===== config.mk =====
export PLATFORM = sky130hd
export DESIGN_NAME = dda_line_rasterizer
export DESIGN_NICKNAME = d
export VERILOG_FILES = /design/src/sv/dda_pkg.sv /design/src/sv/dda_ctrl.sv /design/src/sv/dda_datapath.sv /design/src/sv/dda_line_rasterizer.sv
export SDC_FILE = /design/constraint.sdc
export NUM_CORES = 1
export LEC_CHECK = 0
export ABC_AREA = 1
export BUFFER_PORTS_ARGS = -buffer_cell sky130_fd_sc_hd__buf_4
export CAP_MARGIN = 0
export CORE_UTILIZATION = 40
export CTS_BUF_LIST = sky130_fd_sc_hd__clkbuf_8
export CTS_CLUSTER_DIAMETER = 120
export DETAILED_ROUTE_END_ITERATION = 6
export GPL_TIMING_DRIVEN = 0
export MAX_ROUTING_LAYER = met4
export SLEW_MARGIN = 25
export SYNTH_ARGS = -nofsm -noshare
export SYNTH_HDL_FRONTEND = slang
export SYNTH_SLANG_ARGS = --single-unit

===== constraint.sdc =====
create_clock -name clock -period 8.3 [get_ports clock]
set_input_delay 1.245 -clock clock [delete_from_list [all_inputs] [get_ports clock]]
set_output_delay 1.245 -clock clock [all_outputs]
set_load 0.01 [all_outputs]

===== src/sv/dda_pkg.sv =====
// ----------------------------------------------------------------------------
// dda_pkg
// Item command codes, and the command and status bundles shared by the DDA
// line rasterizer controller, datapath and top level.
// ----------------------------------------------------------------------------
package dda_pkg;

   // Item command codes
   localparam logic CMD_LOAD = 1'b0;
   localparam logic CMD_TICK = 1'b1;

   // Commands from the controller to the datapath
   typedef struct packed {
      logic load;      // capture endpoints, start point and divider operands
      logic tick;      // advance accumulators by one step and emit the point
      logic div_step;  // run one iteration of the increment dividers
   } dda_cmd_type;

   // Status from the datapath to the controller
   typedef struct packed {
      logic zero_len;  // endpoints at the input are equal
      logic div_last;  // current divider iteration is the final one
      logic last_step; // next tick produces the end point
   } dda_sts_type;

endpackage


===== src/sv/dda_ctrl.sv =====
// ----------------------------------------------------------------------------
// dda_ctrl
// Sequencer for the DDA line rasterizer: handshakes, line state and the
// result valid flag.
// ----------------------------------------------------------------------------
module dda_ctrl
   import dda_pkg::*;
(
   input  logic        clock,
   input  logic        reset,
   input  logic        req_valid,
   input  logic        req_command,
   output logic        req_ready,
   output logic        rsp_valid,
   input  logic        rsp_ready,
   input  dda_sts_type sts,
   output dda_cmd_type cmd
);

   typedef enum logic [2:0] {
      ST_IDLE   = 3'b001,
      ST_DIVIDE = 3'b010,
      ST_ACTIVE = 3'b100
   } state_type;

   state_type state_ff, state_in;
   logic      rsp_valid_ff, rsp_valid_in;
   logic      out_free;
   logic      accept;

   // Take a new item when the result slot frees up and no division runs
   assign out_free  = !rsp_valid_ff || rsp_ready;
   assign req_ready = out_free && (state_ff != ST_DIVIDE);
   assign accept    = req_valid && req_ready;

   assign cmd.load     = accept && (req_command == CMD_LOAD);
   assign cmd.tick     = accept && (req_command == CMD_TICK) && (state_ff == ST_ACTIVE);
   assign cmd.div_step = (state_ff == ST_DIVIDE);

   // Next line state; a load drops any line in progress
   always_comb begin
      state_in = state_ff;
      if (cmd.load) begin
         state_in = sts.zero_len ? ST_IDLE : ST_DIVIDE;
      end else begin
         unique case (state_ff)
            ST_IDLE: begin
               state_in = ST_IDLE;
            end
            ST_DIVIDE: begin
               if (sts.div_last) begin
                  state_in = ST_ACTIVE;
               end
            end
            ST_ACTIVE: begin
               if (cmd.tick && sts.last_step) begin
                  state_in = ST_IDLE;
               end
            end
            default: begin
               state_in = ST_IDLE;
            end
         endcase
      end
   end

   // Raise valid on a produced point, drop it once the item is taken
   always_comb begin
      priority if (cmd.load || cmd.tick) begin
         rsp_valid_in = 1'b1;
      end else if (rsp_ready) begin
         rsp_valid_in = 1'b0;
      end else begin
         rsp_valid_in = rsp_valid_ff;
      end
   end

   always_ff @(posedge clock) begin
      if (reset) begin
         state_ff     <= ST_IDLE;
         rsp_valid_ff <= 1'b0;
      end else begin
         state_ff     <= state_in;
         rsp_valid_ff <= rsp_valid_in;
      end
   end

   assign rsp_valid = rsp_valid_ff;

endmodule


===== src/sv/dda_datapath.sv =====
// ----------------------------------------------------------------------------
// dda_datapath
// Endpoint deltas, two restoring dividers for the increments, fixed-point
// accumulators with round-half-up and saturation, and the result register.
// ----------------------------------------------------------------------------
module dda_datapath
   import dda_pkg::*;
#(
   parameter int COORD_BITS = 10,
   parameter int FRAC_BITS  = 16
) (
   input  logic                  clock,
   input  logic                  reset,
   input  logic [COORD_BITS-1:0] x_start,
   input  logic [COORD_BITS-1:0] y_start,
   input  logic [COORD_BITS-1:0] x_end,
   input  logic [COORD_BITS-1:0] y_end,
   input  dda_cmd_type           cmd,
   output dda_sts_type           sts,
   output logic [COORD_BITS-1:0] point_x,
   output logic [COORD_BITS-1:0] point_y,
   output logic                  last_point
);

   localparam int ACC_W = COORD_BITS + 1 + FRAC_BITS;  // signed accumulator
   localparam int Q_W   = FRAC_BITS + 1;               // quotient magnitude
   localparam int INC_W = FRAC_BITS + 2;               // signed increment
   localparam int REM_W = COORD_BITS + 1;              // divider remainder
   localparam int CNT_W = $clog2(FRAC_BITS + 1);
   localparam logic [CNT_W-1:0] CNT_LAST = CNT_W'(FRAC_BITS);
   localparam logic [ACC_W:0]   HALF_FIX = (ACC_W+1)'(1) << (FRAC_BITS - 1);
   localparam logic [COORD_BITS-1:0] COORD_MAX = {COORD_BITS{1'b1}};

   logic signed [COORD_BITS:0] dx, dy;
   logic [COORD_BITS-1:0]      ax, ay, steps;

   logic signed [ACC_W-1:0] acc_x_ff, acc_x_in, acc_y_ff, acc_y_in;
   logic signed [INC_W-1:0] inc_x_ff, inc_x_in, inc_y_ff, inc_y_in;
   logic [COORD_BITS-1:0]   steps_ff, steps_left_ff, steps_left_in;
   logic [REM_W-1:0]        rem_x_ff, rem_x_in, rem_y_ff, rem_y_in;
   logic [Q_W-1:0]          quo_x_ff, quo_x_in, quo_y_ff, quo_y_in;
   logic                    neg_x_ff, neg_y_ff;
   logic [CNT_W-1:0]        cnt_ff, cnt_in;
   logic [COORD_BITS-1:0]   point_x_ff, point_y_ff;
   logic                    last_ff;

   logic                    bit_x, bit_y;
   logic [REM_W-1:0]        diff_x, diff_y;

   // Round half up and clamp to the coordinate range
   function automatic logic [COORD_BITS-1:0] round_point(logic signed [ACC_W-1:0] acc);
      logic [ACC_W:0]      v;
      logic [COORD_BITS:0] r;
      v = {acc[ACC_W-1], acc} + HALF_FIX;
      r = v[ACC_W-1:FRAC_BITS];
      if (v[ACC_W]) begin
         return '0;
      end else if (r[COORD_BITS]) begin
         return COORD_MAX;
      end else begin
         return r[COORD_BITS-1:0];
      end
   endfunction

   // Deltas and step count of the line at the input
   assign dx    = $signed({1'b0, x_end}) - $signed({1'b0, x_start});
   assign dy    = $signed({1'b0, y_end}) - $signed({1'b0, y_start});
   assign ax    = dx[COORD_BITS] ? COORD_BITS'(-dx) : dx[COORD_BITS-1:0];
   assign ay    = dy[COORD_BITS] ? COORD_BITS'(-dy) : dy[COORD_BITS-1:0];
   assign steps = (ax > ay) ? ax : ay;

   // One restoring divider iteration per axis
   assign bit_x  = (rem_x_ff >= {1'b0, steps_ff});
   assign bit_y  = (rem_y_ff >= {1'b0, steps_ff});
   assign diff_x = bit_x ? (rem_x_ff - {1'b0, steps_ff}) : rem_x_ff;
   assign diff_y = bit_y ? (rem_y_ff - {1'b0, steps_ff}) : rem_y_ff;

   always_comb begin
      rem_x_in = rem_x_ff;
      rem_y_in = rem_y_ff;
      quo_x_in = quo_x_ff;
      quo_y_in = quo_y_ff;
      cnt_in   = cnt_ff;
      inc_x_in = inc_x_ff;
      inc_y_in = inc_y_ff;
      priority if (cmd.load) begin
         rem_x_in = {1'b0, ax};
         rem_y_in = {1'b0, ay};
         quo_x_in = '0;
         quo_y_in = '0;
         cnt_in   = '0;
         inc_x_in = '0;
         inc_y_in = '0;
      end else if (cmd.div_step) begin
         rem_x_in = {diff_x[REM_W-2:0], 1'b0};
         rem_y_in = {diff_y[REM_W-2:0], 1'b0};
         quo_x_in = {quo_x_ff[Q_W-2:0], bit_x};
         quo_y_in = {quo_y_ff[Q_W-2:0], bit_y};
         cnt_in   = cnt_ff + 1'b1;
         // Apply the delta sign once the final quotient bit is in
         if (cnt_ff == CNT_LAST) begin
            inc_x_in = neg_x_ff ? -$signed({1'b0, quo_x_in}) : $signed({1'b0, quo_x_in});
            inc_y_in = neg_y_ff ? -$signed({1'b0, quo_y_in}) : $signed({1'b0, quo_y_in});
         end
      end else begin
         cnt_in = cnt_ff;
      end
   end

   // Advance accumulators on a tick, seed them on a load
   always_comb begin
      acc_x_in      = acc_x_ff;
      acc_y_in      = acc_y_ff;
      steps_left_in = steps_left_ff;
      priority if (cmd.load) begin
         acc_x_in      = {1'b0, x_start, {FRAC_BITS{1'b0}}};
         acc_y_in      = {1'b0, y_start, {FRAC_BITS{1'b0}}};
         steps_left_in = steps;
      end else if (cmd.tick) begin
         acc_x_in      = acc_x_ff + {{(ACC_W-INC_W){inc_x_ff[INC_W-1]}}, inc_x_ff};
         acc_y_in      = acc_y_ff + {{(ACC_W-INC_W){inc_y_ff[INC_W-1]}}, inc_y_ff};
         steps_left_in = steps_left_ff - 1'b1;
      end else begin
         steps_left_in = steps_left_ff;
      end
   end

   always_ff @(posedge clock) begin
      if (reset) begin
         acc_x_ff      <= '0;
         acc_y_ff      <= '0;
         inc_x_ff      <= '0;
         inc_y_ff      <= '0;
         steps_left_ff <= '0;
         cnt_ff        <= '0;
      end else begin
         acc_x_ff      <= acc_x_in;
         acc_y_ff      <= acc_y_in;
         inc_x_ff      <= inc_x_in;
         inc_y_ff      <= inc_y_in;
         steps_left_ff <= steps_left_in;
         cnt_ff        <= cnt_in;
      end
   end

   // Divider operands and signs
   always_ff @(posedge clock) begin
      rem_x_ff <= rem_x_in;
      rem_y_ff <= rem_y_in;
      quo_x_ff <= quo_x_in;
      quo_y_ff <= quo_y_in;
      if (cmd.load) begin
         steps_ff <= steps;
         neg_x_ff <= dx[COORD_BITS];
         neg_y_ff <= dy[COORD_BITS];
      end
   end

   // Result register: start point on load, rounded point on tick
   always_ff @(posedge clock) begin
      if (cmd.load) begin
         point_x_ff <= x_start;
         point_y_ff <= y_start;
         last_ff    <= (steps == '0);
      end else if (cmd.tick) begin
         point_x_ff <= round_point(acc_x_in);
         point_y_ff <= round_point(acc_y_in);
         last_ff    <= (steps_left_ff == COORD_BITS'(1));
      end
   end

   assign sts.zero_len  = (steps == '0);
   assign sts.div_last  = (cnt_ff == CNT_LAST);
   assign sts.last_step = (steps_left_ff == COORD_BITS'(1));

   assign point_x    = point_x_ff;
   assign point_y    = point_y_ff;
   assign last_point = last_ff;

endmodule


===== src/sv/dda_line_rasterizer.sv =====
// ----------------------------------------------------------------------------
// dda_line_rasterizer
// DDA line rasterizer with load and tick commands on one valid/ready channel.
// ----------------------------------------------------------------------------
// A load item (command 0) captures two endpoints and returns the start point
// in the next cycle, flagged as last when the line has zero length. For a line
// of nonzero length the block then runs the two restoring dividers that form
// the x and y increments (one quotient bit per cycle), with req_ready low.
// Then each tick item (command 1) is taken one per cycle unless the response
// side stalls, and returns the next point, rounded half up, with last_point
// set on the end point. A tick with no line in progress is taken and gives no
// result. A load while a line is in progress drops that line.
module dda_line_rasterizer
   import dda_pkg::*;
#(
   parameter int COORD_BITS = 10,
   parameter int FRAC_BITS  = 16
) (
   input  logic                  clock,
   input  logic                  reset,
   input  logic                  req_valid,
   output logic                  req_ready,
   input  logic                  req_command,
   input  logic [COORD_BITS-1:0] req_x_start,
   input  logic [COORD_BITS-1:0] req_y_start,
   input  logic [COORD_BITS-1:0] req_x_end,
   input  logic [COORD_BITS-1:0] req_y_end,
   output logic                  rsp_valid,
   input  logic                  rsp_ready,
   output logic [COORD_BITS-1:0] rsp_point_x,
   output logic [COORD_BITS-1:0] rsp_point_y,
   output logic                  rsp_last_point
);

   dda_cmd_type cmd;
   dda_sts_type sts;

   dda_ctrl u_ctrl (
      .clock       (clock),
      .reset       (reset),
      .req_valid   (req_valid),
      .req_command (req_command),
      .req_ready   (req_ready),
      .rsp_valid   (rsp_valid),
      .rsp_ready   (rsp_ready),
      .sts         (sts),
      .cmd         (cmd)
   );

   dda_datapath #(
      .COORD_BITS (COORD_BITS),
      .FRAC_BITS  (FRAC_BITS)
   ) u_datapath (
      .clock      (clock),
      .reset      (reset),
      .x_start    (req_x_start),
      .y_start    (req_y_start),
      .x_end      (req_x_end),
      .y_end      (req_y_end),
      .cmd        (cmd),
      .sts        (sts),
      .point_x    (rsp_point_x),
      .point_y    (rsp_point_y),
      .last_point (rsp_last_point)
   );

   // A load always produces a result in the next cycle
   assert property (@(posedge clock) disable iff (reset) cmd.load |=> rsp_valid)
      else $error("load gave no result");

   // The final tick of a line produces a point flagged as last
   assert property (@(posedge clock) disable iff (reset)
      (cmd.tick && sts.last_step) |=> (rsp_valid && rsp_last_point))
      else $error("end point not flagged");

   // No item is taken while the dividers run
   assert property (@(posedge clock) disable iff (reset) cmd.div_step |-> !req_ready)
      else $error("item accepted during division");

   // Never issue a load and a tick together
   assert property (@(posedge clock) disable iff (reset) !(cmd.load && cmd.tick))
      else $error("load and tick issued together");

endmodule


==> flow_summary.toml <==
[worst_setup_path]
crit_fanout = 10
crit_path_end_kind = "flip-flop"
critPathRequiredTime_ns = 8.64
cp_slowest_cell = "fa_1"
startpoint = "req_y_start[0]"
crit_path_start_kind = "primary input"
critPathArrivalTime_ns = 5.53
worst-setup-path-type = "in -> reg"
max_stage_delay_ns = 0.51
cp_top_family = "simple AND/OR/NAND/NOR gates"
path_buf_inv = 6
cpMostUsedCell = "nand2_1"
r2r_start = "u_datapath.steps_ff[4]$_DFFE_PP_"

[global_route]
grt.overflow.total = 0
antenna_found_initial = 0
grt_pass1_vias = 14600
grt_pass1_wl_mm = 76.7
grtUsageTotal_pct = 24.4
grt_max_degree = 26

[synth]
syn_avg_cell_area_um2 = 6.39
synth_cells = 2512
synthesis.nets = 2675
synth_cell_types = 63
postSynth.topFlopCell = "dfxtp_1"
yosysSeqAreaShare_pct = 27.8
synth-warning-count = 0
ys_async_sr_fraction_pct = 0
netlist_area_mm2 = 0.0160
ys_ff_latch = 196
synth_edf_count = 53

[clock_network]
cts_buffers = 17
postCtsSetupBuffers = 0
clockRootBuffer = "clkbuf_8"
clockBufferDepth = 2
cts_tree = "yes"
clock-sinks = 196
hold_buffers = 0
clkTransAtPathRegs_ns = 0.11
htreeDepth = 4
cts_resized = 0
clkLatencyLatePin_ns = 0.53

[min_path]
worst_hold_path_type = "reg -> reg"
hp-start = "u_datapath.acc_y_ff[0]$_SDFFE_PP0P_"

[sta]
skew_ns = 0.0187
period_minus_slack_ns = 5.19
fmaxAchievable_ghz = 0.193
fin_setup_tns_ns = 0
maxSlewViolCount = 0
finalCritPeriodShare_pct = 62.5
relSlewSlack_pct = 32.0
hold_viol = 0
rsz0062_at_grt = "no"
finalSetupViolations = 0
worst_pin_slew_ns = 1.02
worst_hold_slack_ns = 0.477

[pwr]
power.density_mw_per_mm2 = 154
peakVddDrop_uv = 123
p_total_mw = 2.71
power_leakage_nw = 9.29

[cells_and_area]
fillers = 4212
areaGrowthSynthToFinish_pct = 9.78
drive_above_1_share_pct = 7.43
final_common_cell = "nand2_1"
antennaDiodeCount = 0
final_cell_mix = "751 x nand2_1, 429 x inv_1, 243 x nor2_1"
final_nets = 2760

[floorplanning]
ios = 68
fp.dieArea_mm2 = 0.0409
die_x_um = 202
die_h_um = 202
rows = 72
start_util_pct = 41.0
coreArea_mm2 = 0.0391

[run]
drv_cap = 0

[detailed_routing]
drt_iter0_markers = 1116
dr.pass1.iters = 5
vias = 15500
totalWireLength_mm = 47.6
vias_per_cell = 4.97
wl_per_cell_um = 15.2
detail-route-antenna-nets = 0
drc = 0

[place]
io_buffers = 66
hpwl_mm = 39.1
gp_congestion = 0.938

[outcome]
outcome = "finished, final reports clean"
## state kept, by name, summed over array words and instances, names as in the netlist
register / count
u_datapath.rem_y_ff: 11
u_datapath.quo_y_ff: 16
u_datapath.cnt_ff: 5
u_datapath.neg_x_ff: 1
u_datapath.quo_x_ff: 16
u_datapath.neg_y_ff: 1
u_datapath.steps_left_ff: 10
u_datapath.rem_x_ff: 11
u_datapath.last_point: 1
u_datapath.inc_y_ff: 18
u_datapath.acc_y_ff: 27
u_datapath.acc_x_ff: 27
u_datapath.point_y: 10
u_datapath.inc_x_ff: 18
u_datapath.steps_ff: 10
u_ctrl.rsp_valid: 1
u_ctrl.state_ff: 3
u_datapath.point_x: 10
## synthesized netlist by cell type, drive strengths merged, types with 4 or more instances
cell / n / area share (%)
nand2: 766 / 18
inv: 445 / 10
nor2: 264 / 6.8
dfxtp: 143 / 18
nand3: 142 / 4.6
o21ai: 134 / 4.2
a21oi: 129 / 4.3
ha: 112 / 8.7
xor2: 57 / 3.2
edfxtp: 53 / 9.9
nand4: 39 / 1.7
clkbuf: 34 / 0.80
a22oi: 30 / 1.4
xnor2: 29 / 1.6
nor3: 25 / 0.87
buf: 21 / 0.83
o211ai: 12 / 0.56
a31oi: 8 / 0.31
and2: 8 / 0.31
nand3b: 7 / 0.33
or2: 7 / 0.27
fa: 6 / 0.75
a21boi: 5 / 0.26
o21bai: 5 / 0.23
a21o: 4 / 0.19
clkinv: 4 / 0.094
## logic make-up after synthesis
family	after synthesis	share of synthesized area, %
buf+inv	504	12.2
simple gates	1264	33.5
xor+xnor	86	4.74
mux	1	0.0702
flops	196	27.8
compound gates	343	12.2
fa+ha+maj	118	9.48
## worst min-delay path: cells and delay by family, from the launching register on
family             cells  cell delay [ns]
AOI/OAI and AO/OA      1             0.05
DFF                    1             0.33
and+or+nand+nor        1             0.06
## metal layers
metal	routed length (µm)	GRT usage (%)
met5	0	-
met4	988	7.30
met3	2260	3.06
met2	21100	37.8
met1	23200	33.0
## report_power, final
part / total (mW) / internal (mW) / switching [mW]
Combinational: 0.949 / 0.317 / 0.632
Clock: 0.682 / 0.281 / 0.401
Sequential: 1.08 / 1.05 / 0.0253
## per-stage QoR
stage,setup WS [ns],utilization [%],area (µm²),cells
floorplan,3.69,-,16000,2512
global placement,2.73,44.0,17200,3096
detailed placement,2.61,44.0,17200,3096
CTS,3.19,45.0,17600,3128
global route,2.73,45.0,17600,3128
finish,3.11,45.0,17600,3128
## final timing paths
| kind | end | slack (ns) | depth (start not counted) |
|---|---|---|---|
| hold / removal | u_datapath.acc_y_ff[0]$_SDFFE_PP0P_ | 0.48 | 2 |
| setup reg to reg | u_datapath.inc_x_ff[16]$_SDFFE_PP0P_ | 4.42 | 18 |
| setup / recovery | u_datapath.last_point$_DFFE_PP_ | 3.11 | 29 |
| hold reg to reg | u_datapath.acc_y_ff[0]$_SDFFE_PP0P_ | 0.48 | 2 |
## layout make-up
type | instances | area, µm² | share of cell area (%)
plain buffers | 55 | 263 | 1.49
flip-flops and latches | 196 | 4450 | 25.3
inverters | 449 | 1690 | 9.60
repair buffers | 66 | 495 | 2.81
multi-input cells | 1812 | 9640 | 54.7
well taps | 518 | 648 | 3.68
clock buffers | 17 | 234 | 1.33
clock inverters | 15 | 190 | 1.08
No activity file was read; power rests on OpenSTA's default activity.
